<file path="config.mk">
export PLATFORM = sky130hd
export DESIGN_NAME = triangle_max_path_sum_flat
export DESIGN_NICKNAME = d
export VERILOG_FILES = /design/src/hw/rtl/tmps_pkg.sv /design/src/hw/rtl/tmps_if.sv /design/src/hw/rtl/tmps_front.sv /design/src/hw/rtl/tmps_queue.sv /design/src/hw/rtl/tmps_back.sv /design/src/hw/rtl/triangle_max_path_sum.sv /design/src/flat_wrapper.sv
export SDC_FILE = /design/constraint.sdc
export NUM_CORES = 2
export LEC_CHECK = 0
export ABC_AREA = 1
export BUFFER_PORTS_ARGS = -buffer_cell sky130_fd_sc_hd__buf_2
export CAP_MARGIN = 5
export CORE_MARGIN = 2
export CORE_UTILIZATION = 35
export DETAILED_ROUTE_END_ITERATION = 12
export PLACE_DENSITY = 0.54
export SETUP_SLACK_MARGIN = 0.1
export SLEW_MARGIN = 10
export SYNTH_ARGS = -nofsm -noshare
export SYNTH_HDL_FRONTEND = slang
export SYNTH_SLANG_ARGS = --single-unit
</file>
<file path="constraint.sdc">
create_clock -name clk -period 17.4 [get_ports clk]
set_input_delay 2.61 -clock clk [delete_from_list [all_inputs] [get_ports clk]]
set_output_delay 2.61 -clock clk [all_outputs]
set_load 0.02 [all_outputs]
</file>
<file path="src/hw/rtl/tmps_pkg.sv">
// shared types and constants for the triangle max path sum block
package tmps_pkg;

  localparam int VALUE_W  = 8;
  localparam int SUM_W    = 15;
  localparam int CFG_W    = 8;
  localparam int MAX_ROWS_DEFAULT = 128;

  localparam logic [SUM_W-1:0] SUM_MAX = {SUM_W{1'b1}};

  // apb register map
  localparam int PADDR_W  = 3;
  localparam int PDATA_W  = 32;
  localparam logic REG_ROW_COUNT = 1'b0;

  localparam logic [CFG_W-1:0] ROW_COUNT_RESET = CFG_W'(1);

  // position of an entry inside its triangle
  typedef enum logic [1:0] {
    KIND_APEX,
    KIND_LEFT,
    KIND_RIGHT,
    KIND_INNER
  } tmps_kind_t;

  typedef struct packed {
    tmps_kind_t kind;
    logic       last_row;
    logic       emit;
  } tmps_ctl_t;

endpackage

</file>
<file path="src/hw/rtl/tmps_if.sv">
// item channels: triangle entries in, path sums out
interface tmps_in_if;
  logic                          valid;
  logic                          ready;
  logic [tmps_pkg::VALUE_W-1:0]  value;
  modport source (output valid, output value, input ready);
  modport sink   (input valid, input value, output ready);
endinterface

interface tmps_out_if;
  logic                          valid;
  logic                          ready;
  logic [tmps_pkg::SUM_W-1:0]    max_sum;
  modport source (output valid, output max_sum, input ready);
  modport sink   (input valid, input max_sum, output ready);
endinterface

</file>
<file path="src/hw/rtl/tmps_front.sv">
// front end: accepts entries, tracks row and column, classifies each entry
module tmps_front #(
  parameter int MAX_ROWS = tmps_pkg::MAX_ROWS_DEFAULT
) (
  input  logic                         clk,
  input  logic                         rst_n,
  input  logic                         restart,
  input  logic [tmps_pkg::CFG_W-1:0]   row_count,
  tmps_in_if.sink                      in_ch,
  output logic                         push_valid,
  input  logic                         push_ready,
  output tmps_pkg::tmps_ctl_t          push_ctl,
  output logic [$clog2(MAX_ROWS)-1:0]  push_col,
  output logic [tmps_pkg::VALUE_W-1:0] push_value
);
  import tmps_pkg::*;

  localparam int IDX_W = $clog2(MAX_ROWS);
  localparam int CNT_W = $clog2(MAX_ROWS + 1);
  localparam int CMP_W = (CNT_W > CFG_W) ? CNT_W : CFG_W;

  logic [IDX_W-1:0] row_r, row_nxt;
  logic [IDX_W-1:0] col_r, col_nxt;
  logic [CMP_W-1:0] rc_ext;
  logic [CMP_W-1:0] rows;
  logic             last_row;
  logic             last_col;
  logic             accept;

  // clamp row count into 1..MAX_ROWS
  always_comb begin
    rc_ext = CMP_W'(row_count);
    if (rc_ext == '0) begin
      rows = CMP_W'(1);
    end else if (rc_ext > CMP_W'(MAX_ROWS)) begin
      rows = CMP_W'(MAX_ROWS);
    end else begin
      rows = rc_ext;
    end
  end

  assign last_row = (CMP_W'(row_r) + CMP_W'(1)) == rows;
  assign last_col = (col_r == row_r);
  assign accept   = in_ch.valid && push_ready;

  assign in_ch.ready = push_ready;
  assign push_valid  = in_ch.valid;
  assign push_col    = col_r;
  assign push_value  = in_ch.value;

  always_comb begin
    priority if (row_r == '0) begin
      push_ctl.kind = KIND_APEX;
    end else if (col_r == '0) begin
      push_ctl.kind = KIND_LEFT;
    end else if (last_col) begin
      push_ctl.kind = KIND_RIGHT;
    end else begin
      push_ctl.kind = KIND_INNER;
    end
    push_ctl.last_row = last_row;
    push_ctl.emit     = last_row && last_col;
  end

  always_comb begin
    row_nxt = row_r;
    col_nxt = col_r;
    if (restart) begin
      row_nxt = '0;
      col_nxt = '0;
    end else if (accept) begin
      if (last_col) begin
        row_nxt = last_row ? '0 : row_r + IDX_W'(1);
        col_nxt = '0;
      end else begin
        col_nxt = col_r + IDX_W'(1);
      end
    end
  end

  always_ff @(posedge clk) begin
    if (!rst_n) begin
      row_r <= '0;
      col_r <= '0;
    end else begin
      row_r <= row_nxt;
      col_r <= col_nxt;
    end
  end

endmodule

</file>
<file path="src/hw/rtl/tmps_queue.sv">
// two-entry queue between front end and back end
module tmps_queue #(
  parameter int DATA_W = 8
) (
  input  logic              clk,
  input  logic              rst_n,
  input  logic              push_valid,
  output logic              push_ready,
  input  logic [DATA_W-1:0] push_data,
  output logic              pop_valid,
  input  logic              pop_ready,
  output logic [DATA_W-1:0] pop_data
);
  import tmps_pkg::*;

  logic [DATA_W-1:0] slot_r [2];
  logic              wr_ptr_r;
  logic              rd_ptr_r;
  logic [1:0]        count_r;
  logic              do_push;
  logic              do_pop;

  assign push_ready = (count_r != 2'd2);
  assign pop_valid  = (count_r != 2'd0);
  assign pop_data   = slot_r[rd_ptr_r];
  assign do_push    = push_valid && push_ready;
  assign do_pop     = pop_valid && pop_ready;

  always_ff @(posedge clk) begin
    if (do_push) begin
      slot_r[wr_ptr_r] <= push_data;
    end
  end

  always_ff @(posedge clk) begin
    if (!rst_n) begin
      wr_ptr_r <= 1'b0;
      rd_ptr_r <= 1'b0;
      count_r  <= 2'd0;
    end else begin
      if (do_push) begin
        wr_ptr_r <= ~wr_ptr_r;
      end
      if (do_pop) begin
        rd_ptr_r <= ~rd_ptr_r;
      end
      unique case ({do_push, do_pop})
        2'b10:   count_r <= count_r + 2'd1;
        2'b01:   count_r <= count_r - 2'd1;
        default: count_r <= count_r;
      endcase
    end
  end

endmodule

</file>
<file path="src/hw/rtl/tmps_back.sv">
// back end: row buffer read, parent select, add, base row max, result register
module tmps_back #(
  parameter int MAX_ROWS = tmps_pkg::MAX_ROWS_DEFAULT
) (
  input  logic                         clk,
  input  logic                         rst_n,
  input  logic                         q_valid,
  output logic                         q_ready,
  input  tmps_pkg::tmps_ctl_t          q_ctl,
  input  logic [$clog2(MAX_ROWS)-1:0]  q_col,
  input  logic [tmps_pkg::VALUE_W-1:0] q_value,
  tmps_out_if.source                   out_ch
);
  import tmps_pkg::*;

  localparam int IDX_W = $clog2(MAX_ROWS);

  logic [SUM_W-1:0] row_best_mem [MAX_ROWS];

  // read stage
  logic               s1_v_r;
  tmps_ctl_t          s1_ctl_r;
  logic [IDX_W-1:0]   s1_col_r;
  logic [VALUE_W-1:0] s1_val_r;

  // compute stage
  logic               s2_v_r;
  tmps_ctl_t          s2_ctl_r;
  logic [IDX_W-1:0]   s2_col_r;
  logic [VALUE_W-1:0] s2_val_r;
  logic [SUM_W-1:0]   rd_data_r;
  logic               fwd_v_r;
  logic [SUM_W-1:0]   fwd_data_r;

  logic [SUM_W-1:0]   held_r, held_nxt;
  logic [SUM_W-1:0]   base_max_r, base_max_nxt;
  logic               out_v_r;
  logic [SUM_W-1:0]   out_sum_r;

  logic               out_free, s2_fire, s2_adv, s1_fire, s1_adv;
  logic [SUM_W-1:0]   rd_word, old_here, parent;
  logic [SUM_W:0]     sum_wide;
  logic [SUM_W-1:0]   sum_sat;

  assign out_free = !out_v_r || out_ch.ready;
  assign s2_fire  = s2_v_r && (!s2_ctl_r.emit || out_free);
  assign s2_adv   = !s2_v_r || s2_fire;
  assign s1_fire  = s1_v_r && s2_adv;
  assign s1_adv   = !s1_v_r || s1_fire;
  assign q_ready  = s1_adv;

  assign out_ch.valid   = out_v_r;
  assign out_ch.max_sum = out_sum_r;

  // the entry just written by the previous item bypasses the buffer
  assign rd_word = fwd_v_r ? fwd_data_r : rd_data_r;

  always_comb begin
    old_here = '0;
    parent   = '0;
    unique case (s2_ctl_r.kind)
      KIND_APEX: begin
        parent = '0;
      end
      KIND_LEFT: begin
        old_here = rd_word;
        parent   = rd_word;
      end
      KIND_RIGHT: begin
        parent = held_r;
      end
      KIND_INNER: begin
        old_here = rd_word;
        parent   = (held_r > rd_word) ? held_r : rd_word;
      end
      default: begin
        parent = '0;
      end
    endcase
    sum_wide = {1'b0, parent} + (SUM_W + 1)'(s2_val_r);
    sum_sat  = sum_wide[SUM_W] ? SUM_MAX : sum_wide[SUM_W-1:0];
    held_nxt = old_here;

    base_max_nxt = base_max_r;
    if (s2_ctl_r.last_row) begin
      if (s2_ctl_r.kind == KIND_APEX || s2_ctl_r.kind == KIND_LEFT ||
          sum_sat > base_max_r) begin
        base_max_nxt = sum_sat;
      end
    end
  end

  always_ff @(posedge clk) begin
    if (s2_fire) begin
      row_best_mem[s2_col_r] <= sum_sat;
    end
    if (s1_fire) begin
      rd_data_r  <= row_best_mem[s1_col_r];
      fwd_v_r    <= s2_fire && (s2_col_r == s1_col_r);
      fwd_data_r <= sum_sat;
    end
  end

  always_ff @(posedge clk) begin
    if (s1_adv) begin
      s1_ctl_r <= q_ctl;
      s1_col_r <= q_col;
      s1_val_r <= q_value;
    end
    if (s2_adv) begin
      s2_ctl_r <= s1_ctl_r;
      s2_col_r <= s1_col_r;
      s2_val_r <= s1_val_r;
    end
    if (s2_fire && s2_ctl_r.emit) begin
      out_sum_r <= base_max_nxt;
    end
  end

  always_ff @(posedge clk) begin
    if (!rst_n) begin
      s1_v_r     <= 1'b0;
      s2_v_r     <= 1'b0;
      out_v_r    <= 1'b0;
      held_r     <= '0;
      base_max_r <= '0;
    end else begin
      if (s1_adv) begin
        s1_v_r <= q_valid;
      end
      if (s2_adv) begin
        s2_v_r <= s1_v_r;
      end
      if (s2_fire) begin
        held_r     <= held_nxt;
        base_max_r <= base_max_nxt;
      end
      if (s2_fire && s2_ctl_r.emit) begin
        out_v_r <= 1'b1;
      end else if (out_ch.ready) begin
        out_v_r <= 1'b0;
      end
    end
  end

endmodule

</file>
<file path="src/hw/rtl/triangle_max_path_sum.sv">
// top level of the triangle maximum path sum block
//
// Triangle entries arrive on in_ch one per item, row by row and left to right
// (row 0 has one entry, row r has r+1). Each entry adds the larger best sum of
// its two parents in the row above, kept in a one-row buffer of MAX_ROWS words,
// and after the last entry of the base row one item carrying the largest base
// row sum appears on out_ch; the next entry starts a new triangle. The row
// count register (byte address 0, reset value 1, zero read as one row, values
// above MAX_ROWS read as MAX_ROWS) must be written over the cfg_ apb port only
// while the block is idle (not enforced by the block); a write also restarts the
// triangle. The block takes one entry every clock cycle for as long as out_ch
// keeps up; a result reaches out_ch via the queue, read stage, compute stage and
// result register. That rate is set by the single read and single write port of
// the row buffer, which both serve one entry per cycle, with a write-to-read
// bypass covering the second row, whose parent is written as it is read.
// Internally a front end counts rows and columns and classifies each entry, a
// two-entry queue decouples it from the back end, and the back end reads the
// buffer, adds and tracks the base row maximum ahead of a result register. Sums
// saturate at 32767, which only matters when MAX_ROWS is raised beyond 128.
module triangle_max_path_sum #(
  parameter int MAX_ROWS = tmps_pkg::MAX_ROWS_DEFAULT
) (
  input  logic                          clk,
  input  logic                          rst_n,
  tmps_in_if.sink                       in_ch,
  tmps_out_if.source                    out_ch,
  input  logic                          cfg_psel,
  input  logic                          cfg_penable,
  input  logic                          cfg_pwrite,
  input  logic [tmps_pkg::PADDR_W-1:0]  cfg_paddr,
  input  logic [tmps_pkg::PDATA_W-1:0]  cfg_pwdata,
  output logic [tmps_pkg::PDATA_W-1:0]  cfg_prdata,
  output logic                          cfg_pready
);
  import tmps_pkg::*;

  localparam int IDX_W  = $clog2(MAX_ROWS);
  localparam int CTL_W  = $bits(tmps_ctl_t);
  localparam int ITEM_W = CTL_W + IDX_W + VALUE_W;

  // configuration register
  logic [CFG_W-1:0] row_count_r;
  logic             cfg_wr;
  logic             cfg_hit_rc;

  // front to queue
  logic               push_valid, push_ready;
  tmps_ctl_t          push_ctl;
  logic [IDX_W-1:0]   push_col;
  logic [VALUE_W-1:0] push_value;

  // queue to back
  logic               q_valid, q_ready;
  logic [ITEM_W-1:0]  q_data;
  tmps_ctl_t          q_ctl;
  logic [IDX_W-1:0]   q_col;
  logic [VALUE_W-1:0] q_value;

  assign cfg_pready = 1'b1;
  assign cfg_wr     = cfg_psel && cfg_penable && cfg_pwrite && cfg_pready;
  assign cfg_hit_rc = (cfg_paddr[2] == REG_ROW_COUNT);

  // read back, addresses past the register list read zero
  assign cfg_prdata = cfg_hit_rc ? PDATA_W'(row_count_r) : '0;

  always_ff @(posedge clk) begin
    if (!rst_n) begin
      row_count_r <= ROW_COUNT_RESET;
    end else if (cfg_wr && cfg_hit_rc) begin
      row_count_r <= cfg_pwdata[CFG_W-1:0];
    end
  end

  // row and column tracking, entry classification
  tmps_front #(
    .MAX_ROWS (MAX_ROWS)
  ) u_front (
    .clk        (clk),
    .rst_n      (rst_n),
    .restart    (cfg_wr && cfg_hit_rc),
    .row_count  (row_count_r),
    .in_ch      (in_ch),
    .push_valid (push_valid),
    .push_ready (push_ready),
    .push_ctl   (push_ctl),
    .push_col   (push_col),
    .push_value (push_value)
  );

  // decoupling queue
  tmps_queue #(
    .DATA_W (ITEM_W)
  ) u_queue (
    .clk        (clk),
    .rst_n      (rst_n),
    .push_valid (push_valid),
    .push_ready (push_ready),
    .push_data  ({push_ctl, push_col, push_value}),
    .pop_valid  (q_valid),
    .pop_ready  (q_ready),
    .pop_data   (q_data)
  );

  assign q_ctl   = tmps_ctl_t'(q_data[ITEM_W-1 -: CTL_W]);
  assign q_col   = q_data[VALUE_W +: IDX_W];
  assign q_value = q_data[VALUE_W-1:0];

  // row buffer, sum and base row maximum
  tmps_back #(
    .MAX_ROWS (MAX_ROWS)
  ) u_back (
    .clk     (clk),
    .rst_n   (rst_n),
    .q_valid (q_valid),
    .q_ready (q_ready),
    .q_ctl   (q_ctl),
    .q_col   (q_col),
    .q_value (q_value),
    .out_ch  (out_ch)
  );

endmodule

</file>
<file path="src/flat_wrapper.sv">
// flat-port wrapper written by rule: the top's interface ports become plain ports
module triangle_max_path_sum_flat import tmps_pkg::*;
#(
  parameter int MAX_ROWS = tmps_pkg::MAX_ROWS_DEFAULT
)
  (clk, rst_n, cfg_psel, cfg_penable, cfg_pwrite, cfg_paddr, cfg_pwdata, cfg_prdata, cfg_pready, in_ch_valid, in_ch_value, in_ch_ready, out_ch_valid, out_ch_max_sum, out_ch_ready);
  tmps_in_if in_ch_i ();
  tmps_out_if out_ch_i ();
  input  logic clk;
  input  logic rst_n;
  input  logic cfg_psel;
  input  logic cfg_penable;
  input  logic cfg_pwrite;
  input  logic [tmps_pkg::PADDR_W-1:0] cfg_paddr;
  input  logic [tmps_pkg::PDATA_W-1:0] cfg_pwdata;
  output logic [tmps_pkg::PDATA_W-1:0] cfg_prdata;
  output logic cfg_pready;
  input wire logic [$bits(in_ch_i.valid)-1:0] in_ch_valid;
  input wire logic [$bits(in_ch_i.value)-1:0] in_ch_value;
  output wire logic [$bits(in_ch_i.ready)-1:0] in_ch_ready;
  output wire logic [$bits(out_ch_i.valid)-1:0] out_ch_valid;
  output wire logic [$bits(out_ch_i.max_sum)-1:0] out_ch_max_sum;
  input wire logic [$bits(out_ch_i.ready)-1:0] out_ch_ready;
  assign in_ch_i.valid = in_ch_valid;
  assign in_ch_i.value = in_ch_value;
  assign in_ch_ready = in_ch_i.ready;
  assign out_ch_valid = out_ch_i.valid;
  assign out_ch_max_sum = out_ch_i.max_sum;
  assign out_ch_i.ready = out_ch_ready;
  triangle_max_path_sum #(.MAX_ROWS(MAX_ROWS)) u_core (.clk(clk), .rst_n(rst_n), .in_ch(in_ch_i), .out_ch(out_ch_i), .cfg_psel(cfg_psel), .cfg_penable(cfg_penable), .cfg_pwrite(cfg_pwrite), .cfg_paddr(cfg_paddr), .cfg_pwdata(cfg_pwdata), .cfg_prdata(cfg_prdata), .cfg_pready(cfg_pready));
endmodule
</file>
After elaboration in Yosys (flattened, before gate mapping)
Memory sizes are Yosys's and may differ from the RTL's. A register that Yosys moved wholly into a read port is not among the register bits.
Cells that the tools add are included.

word-level totals
  register bits = 109
  input port bits = 50
  output and inout port bits = 50
  word-level logic and storage cells = 95
  RAM bits = 1958
  memories = 2

memories
  memory                      words  width  read ports  clocked after memory_dff  write ports  line              source
  u_core.u_back.row_best_mem  128    15     1           1                         1            tmps_back.sv:18   logic [SUM_W-1:0] row_best_mem [MAX_ROWS];
  u_core.u_queue.slot_r       2      19     1           1                         1            tmps_queue.sv:16  logic [DATA_W-1:0] slot_r [2];

cells by class
  reduce and logical (&&, ||, !) cells = 30
  $add $sub $neg = 6
  multiplexer cells = 22
  bitwise gates (word level) = 4
  eq/ne operators = 9
  magnitude comparators = 3

operators by type and width
  cell                                                              number
  15-bit 2-to-1 mux                                                 6
  15-bit case mux with 4 select lines                               1
  15-bit greater-than comparator                                    2
  8-bit 2-to-1 mux                                                  3
  15-bit by 8-bit adder with 16-bit output                          1
  7-bit by 1-bit adder with 7-bit output (second input constant)    2
  7-bit == test                                                     2
  7-bit zero test                                                   2
  7-bit 2-to-1 mux                                                  2
  1-bit logical AND                                                 10
  7-bit by 1-bit adder with 8-bit output (second input constant)    1
  8-bit == test                                                     1
  8-bit greater-than comparator (second input constant)             1
  8-bit zero test                                                   1
  1-bit 2-to-1 mux                                                  7
  2-bit == test (second input constant)                             3
  1-bit logical OR                                                  6
  2-bit nonzero test                                                3
  2-bit by 1-bit == test with 1-bit output (second input constant)  2
  1-bit zero test                                                   4
  2-bit 2-to-1 mux                                                  2
  1-bit NOT                                                         4
  2-bit case mux with 2 select lines                                1
  2-bit OR reduction                                                2
  5 further kinds                                                   5

Logic depth before layout (Yosys ltp)
  word-level depth = 10
  gate-level depth with buffers = 46
  depth with buffers taken out = 42

Modules after synthesis
A second synthesis with hierarchy kept.

second synthesis, totals
  cells, all modules = 6621
  area, all modules = 84865.1 sq um

modules (own cells, without submodules)
  module                 times used  area each (sq um)  seq. area each (sq um)  cells an instance
  tmps_back              1           81234.2            60838.3                 6222
  tmps_queue             1           1661.6             1241.2                  95
  tmps_front             1           1311.3             280.3                   206
  triangle_max_path_sum  1           658.1              160.2                   98

Least setup slack after synthesis
No wires, ideal clock.

  path kind = register -> register
  start point = reg u_core.u_back.fwd_v_r
  end point = reg u_core.u_back.out_sum_r[5], in the netlist u_core.u_back.out_ch.max_sum[5] (data pin)
  required time = 17.138 ns
  setup time = 0.262 ns
  clock period less this slack = 8.442 ns
  setup slack = 8.958 ns
  path buffers = 5
  arrival = 8.181 ns
  stages on the path, launching flop included = 40
  path through = edfxtp_1 buf_2 buf_1 mux2i_1 ha_1 nand2_1 inv_1 a21oi_1 nand2_1 nand2_2 nand2_4 nand2_4 buf_6 clkbuf_1 o21ai_0 o221ai_1 ha_1 inv_1 [4 not listed] inv_1 o221ai_1 nand2_1 nor2_1 nand3_1 nand2_1 nand3_1 ha_1 nand2_1 nor2_1 nand3_1 o2111ai_1 a21oi_1 nor2_1 inv_1 buf_2 o21ai_1 inv_1

between the ends
  longest elaborated chain between the ends = 10

RTL lines
  element                                     line              source
  start, declared                             tmps_back.sv:32   logic fwd_v_r;
  start signal, assigned                      tmps_back.sv:99   fwd_v_r <= s2_fire && (s2_col_r == s1_col_r);
  15-bit 2-to-1 mux *                         tmps_back.sv:56   assign rd_word = fwd_v_r ? fwd_data_r : rd_data_r;
  15-bit greater-than comparator              tmps_back.sv:74   parent = (held_r > rd_word) ? held_r : rd_word;
  15-bit 2-to-1 mux                           tmps_back.sv:74
  15-bit case mux with 4 select lines *       tmps_back.sv:61   unique case (s2_ctl_r.kind)
  15-bit by 8-bit adder with 16-bit output *  tmps_back.sv:80   sum_wide = {1'b0, parent} + (SUM_W + 1)'(s2_val_r);
  15-bit 2-to-1 mux *                         tmps_back.sv:81   sum_sat = sum_wide[SUM_W] ? SUM_MAX : sum_wide[SUM_W-1:0];
  via u_core.u_back.sum_sat[14]               tmps_back.sv:43   logic [SUM_W-1:0] sum_sat;
  15-bit greater-than comparator *            tmps_back.sv:87   sum_sat > base_max_r) begin
  1-bit logical OR *                          tmps_back.sv:86   if (s2_ctl_r.kind == KIND_APEX || s2_ctl_r.kind == KIND_LEFT ||
  15-bit 2-to-1 mux *                         tmps_back.sv:86
  15-bit 2-to-1 mux *                         tmps_back.sv:85   if (s2_ctl_r.last_row) begin
  via u_core.u_back.base_max_nxt[5]           tmps_back.sv:36   logic [SUM_W-1:0] base_max_r, base_max_nxt;
  end signal, assigned                        tmps_back.sv:116  out_sum_r <= base_max_nxt;
  end, declared                               tmps_back.sv:38   logic [SUM_W-1:0] out_sum_r;

The timed path passes the listed nets; every way through them passes the cells marked *.
A chain may end at the register's enable or synchronous reset.

Worst setup path after layout
  start point = reg u_core.u_back.fwd_v_r
  end point = reg u_core.u_back.out_sum_r[11], in the netlist u_core.u_back.out_ch.max_sum[11] (data pin)

Same word-level chain as after synthesis.

==> flow_metrics.env <==
export IMPL_intPower_uw=11700
export IMPL_worstSetupPathType="reg -> reg"
export IMPL_grt_start_max_net_pins=193
export IMPL_placed_area_um2=88300
export IMPL_netlist_area_um2=84300
export IMPL_grt_ovfl_total=0
export IMPL_critPathBufInv=4
export IMPL_dp_hpwl_mm=129
export IMPL_met2_length_mm=112
export IMPL_core_area_um2=240000
export IMPL_drt_iter0_drc=5698
export IMPL_drive_above_1_share_pct=8.79
export IMPL_clk_pin_slew_worst_paths_ns=0.06
export IMPL_cts_made_buffers=213
export IMPL_clk_latency_ns=0.85
export IMPL_cts_hold_buf=0
export IMPL_worst_path_most_repeated_cell="nand2_1"
export IMPL_die_area_um2=245000
export IMPL_grt_pass1_vias=50700
export IMPL_clockBufferDepth=3
export IMPL_wl_mm=239
export IMPL_drtAntennaViolNets=0
export IMPL_syn_inst=6583
export IMPL_die_w_um=495
export IMPL_syn_to_final_growth_pct=12.7
export IMPL_startpoint_type="flip-flop"
export IMPL_switching_power_uw=7880
export IMPL_vias=54000
export IMPL_rows=180
export IMPL_final_common_cell="edfxtp_1"
export IMPL_min_period_ns=8.38
export IMPL_gp_congestion=0.835
export IMPL_portBuffers=48
export IMPL_vdd_drop_max_v=0.000575
export IMPL_synth_edf_count=2042
export IMPL_mostFrequentLayoutCells="edfxtp_1 (2042), nor2_1 (1384), o21ai_0 (1230)"
export IMPL_cts_tree="yes"
export IMPL_routed_top_layer="met4"
export IMPL_cts_setup_buffers=0
export IMPL_hp_class="reg -> reg"
export IMPL_gr_usage_all_layers_pct=19.1
export IMPL_fill_cells=22500
export IMPL_crit_fanout=131
export IMPL_p_comb_share_pct=36.8
export IMPL_chipHeight_um=495
export IMPL_cts_sinks=2101
export IMPL_synth_seq_cells=2101
export IMPL_rsz0062_at_grt="no"
export IMPL_num_io_pins=100
export IMPL_wl_met3_mm=16.6
export IMPL_p_sw_share_pct=40.3
export IMPL_start_util_pct=35.1
export IMPL_yosysTopAreaCellShare_pct=72.8
export IMPL_yosys_cell_types_count=48
export IMPL_final_hold_violation_count=0
export IMPL_drc=0
export IMPL_cts_root_buf="clkbuf_16"
export IMPL_cp_required_ns=17.98
export IMPL_max_stage_delay_ns=0.88
export IMPL_max_slew_margin_rel_pct=14.6
export IMPL_syn_area_per_cell_um2=12.8
export IMPL_yosys_most_used_dff="edfxtp_1"
export IMPL_cts_resized=0
export IMPL_tns_ns=0
export IMPL_synth_seq_area_share_pct=74.2
export IMPL_worst_pin_slew_ns=1.28
export IMPL_power_density_nw_per_um2=206
export IMPL_m1WireLength_mm=102
export IMPL_p_leak_uw=0.0307
export IMPL_cts_max_level=4
export IMPL_maxCapViolations=0
export IMPL_cp_arrival_ns=8.96
export IMPL_drv_slew=0
export IMPL_fin_skew_ns=0.0398
export IMPL_cp_top_family="simple AND/OR/NAND/NOR gates"
export IMPL_fmax_ghz=0.119
export IMPL_worstSetupEndpointType="flip-flop"
export IMPL_finalSetupViolations=0
export IMPL_nNetsFinal=6673
export IMPL_status="completed"
export IMPL_pwr_share_seq_pct=40.6
export IMPL_antenna_found_initial=6
export IMPL_grt_pass1_wl_mm=349
export IMPL_finalCritPeriodShare_pct=48.2
export IMPL_synth_area_top_cells="edfxtp_1 (73%), o21ai_0 (7.3%), nor2_1 (6.2%)"
export IMPL_wire_per_inst_um=24.0
export IMPL_p_clk_share_pct=22.6
export IMPL_viasPerCell=5.43
export IMPL_first_pass_iters=5
export IMPL_yosys_area_top_type="edfxtp_1"
export IMPL_cp_slowest_cell="edfxtp_1"
export IMPL_yosysWarnings=0
export IMPL_final_area_um2=95000
export IMPL_ys_async_sr_fraction_pct=0
-- routing by layer --
| layer | vias to the layer above | global-route usage (%) |
|---|---|---|
| li1 | 24400 | - |
| met1 | 27200 | 26.4 |
| met2 | 1920 | 30.5 |
| met3 | 379 | 3.02 |
| met4 | 0 | 6.69 |
| met5 | - | 0 |
-- synth_stat cells (39+ instances only) --
master       n
a21oi_1     87
buf_2       89
buf_4       39
clkbuf_1   346
dfxtp_1     59
edfxtp_1  2042
ha_1        43
inv_1      140
nand2_1    243
nand3_1     60
nor2_1    1403
o21ai_0   1230
o221ai_1    97
o22ai_1    484
-- worst reg2reg max path, delay by kind of cell (launching register included) --
family	cells	cell delay, ns
buf+inv	4	0.71
simple gates	19	3.68
compound gates	8	1.44
fa+ha+maj	3	0.94
flops	1	0.88
mux	1	0.49
-- registers in the layout, summed over array words and instances, names as in the netlist, 8 cells and up --
name and flops:
u_core.row_count_r 8, u_core.u_back.base_max_r 15, u_core.u_back.fwd_data_r 15, u_core.u_back.held_r 15, u_core.u_back.out_ch.max_sum 15, u_core.u_back.rd_data_r 15, u_core.u_back.row_best_mem 1920, u_core.u_back.s1_val_r 8
u_core.u_back.s2_val_r 8, u_core.u_queue.slot_r 38
-- final cells by class --
class | count | area, µm² | area share [%]
timing repair buffer | 238 | 1800 | 1.90
clock buffer | 259 | 5500 | 5.79
antenna | 1 | 2.50 | 0.00263
clock inverter | 127 | 1170 | 1.23
sequential | 2101 | 62500 | 65.8
multi-input combinational | 3879 | 19400 | 20.5
inverter | 146 | 574 | 0.605
tap | 3185 | 3990 | 4.20
-- path summary, 6_finish.rpt --
| path | startpoint | end | slack (ns) | cells past startpoint |
|---|---|---|---|---|
| worst max-delay path | u_core.u_back.fwd_v_r | u_core.u_back.out_ch.max_sum[11] | 9.02 | 35 |
| worst min-delay path | u_core.u_back.s1_val_r[5] | u_core.u_back.s2_val_r[5] | 0.43 | 0 |
| worst max register to register | u_core.u_back.fwd_v_r | u_core.u_back.out_ch.max_sum[11] | 9.02 | 35 |
| worst min register to register | u_core.u_back.s1_val_r[5] | u_core.u_back.s2_val_r[5] | 0.43 | 0 |
-- power groups by stage --
stage | registers (µW) | logic (µW) | clock network (µW)
finish | 7920 | 7190 | 4420
global route | 7940 | 7760 | 4700
CTS | 7920 | 7210 | 4500
detailed placement | 8030 | 7200 | 0
global placement | 8020 | 7060 | 0
floorplan | 8100 | 3870 | 0
-- kinds of logic after synthesis --
logic type / synth area share [%]
mux: 0.154
simple gates: 8.25
xor+xnor: 0.343
flops: 74.2
other cells: 0.00891
buf+inv: 3.11
fa+ha+maj: 0.662
compound gates: 13.3
-- through the flow --
step / total power [µW] / hold WS, ns / util (%) / setup WS, ns / cells
2_1_floorplan: 12000 / 0.400 / - / 8.96 / 6606
3_3_place_gp: 15100 / 0.401 / 36.8 / 9.02 / 9549
3_5_place_dp: 15200 / 0.411 / 36.8 / 9.02 / 9549
4_1_cts: 19600 / 0.425 / 39.6 / 8.99 / 9935
5_1_grt: 20400 / 0.441 / 39.6 / 8.15 / 9935
6_report: 19500 / 0.427 / 39.6 / 9.02 / 9936
No activity file was read; power rests on OpenSTA's default activity.
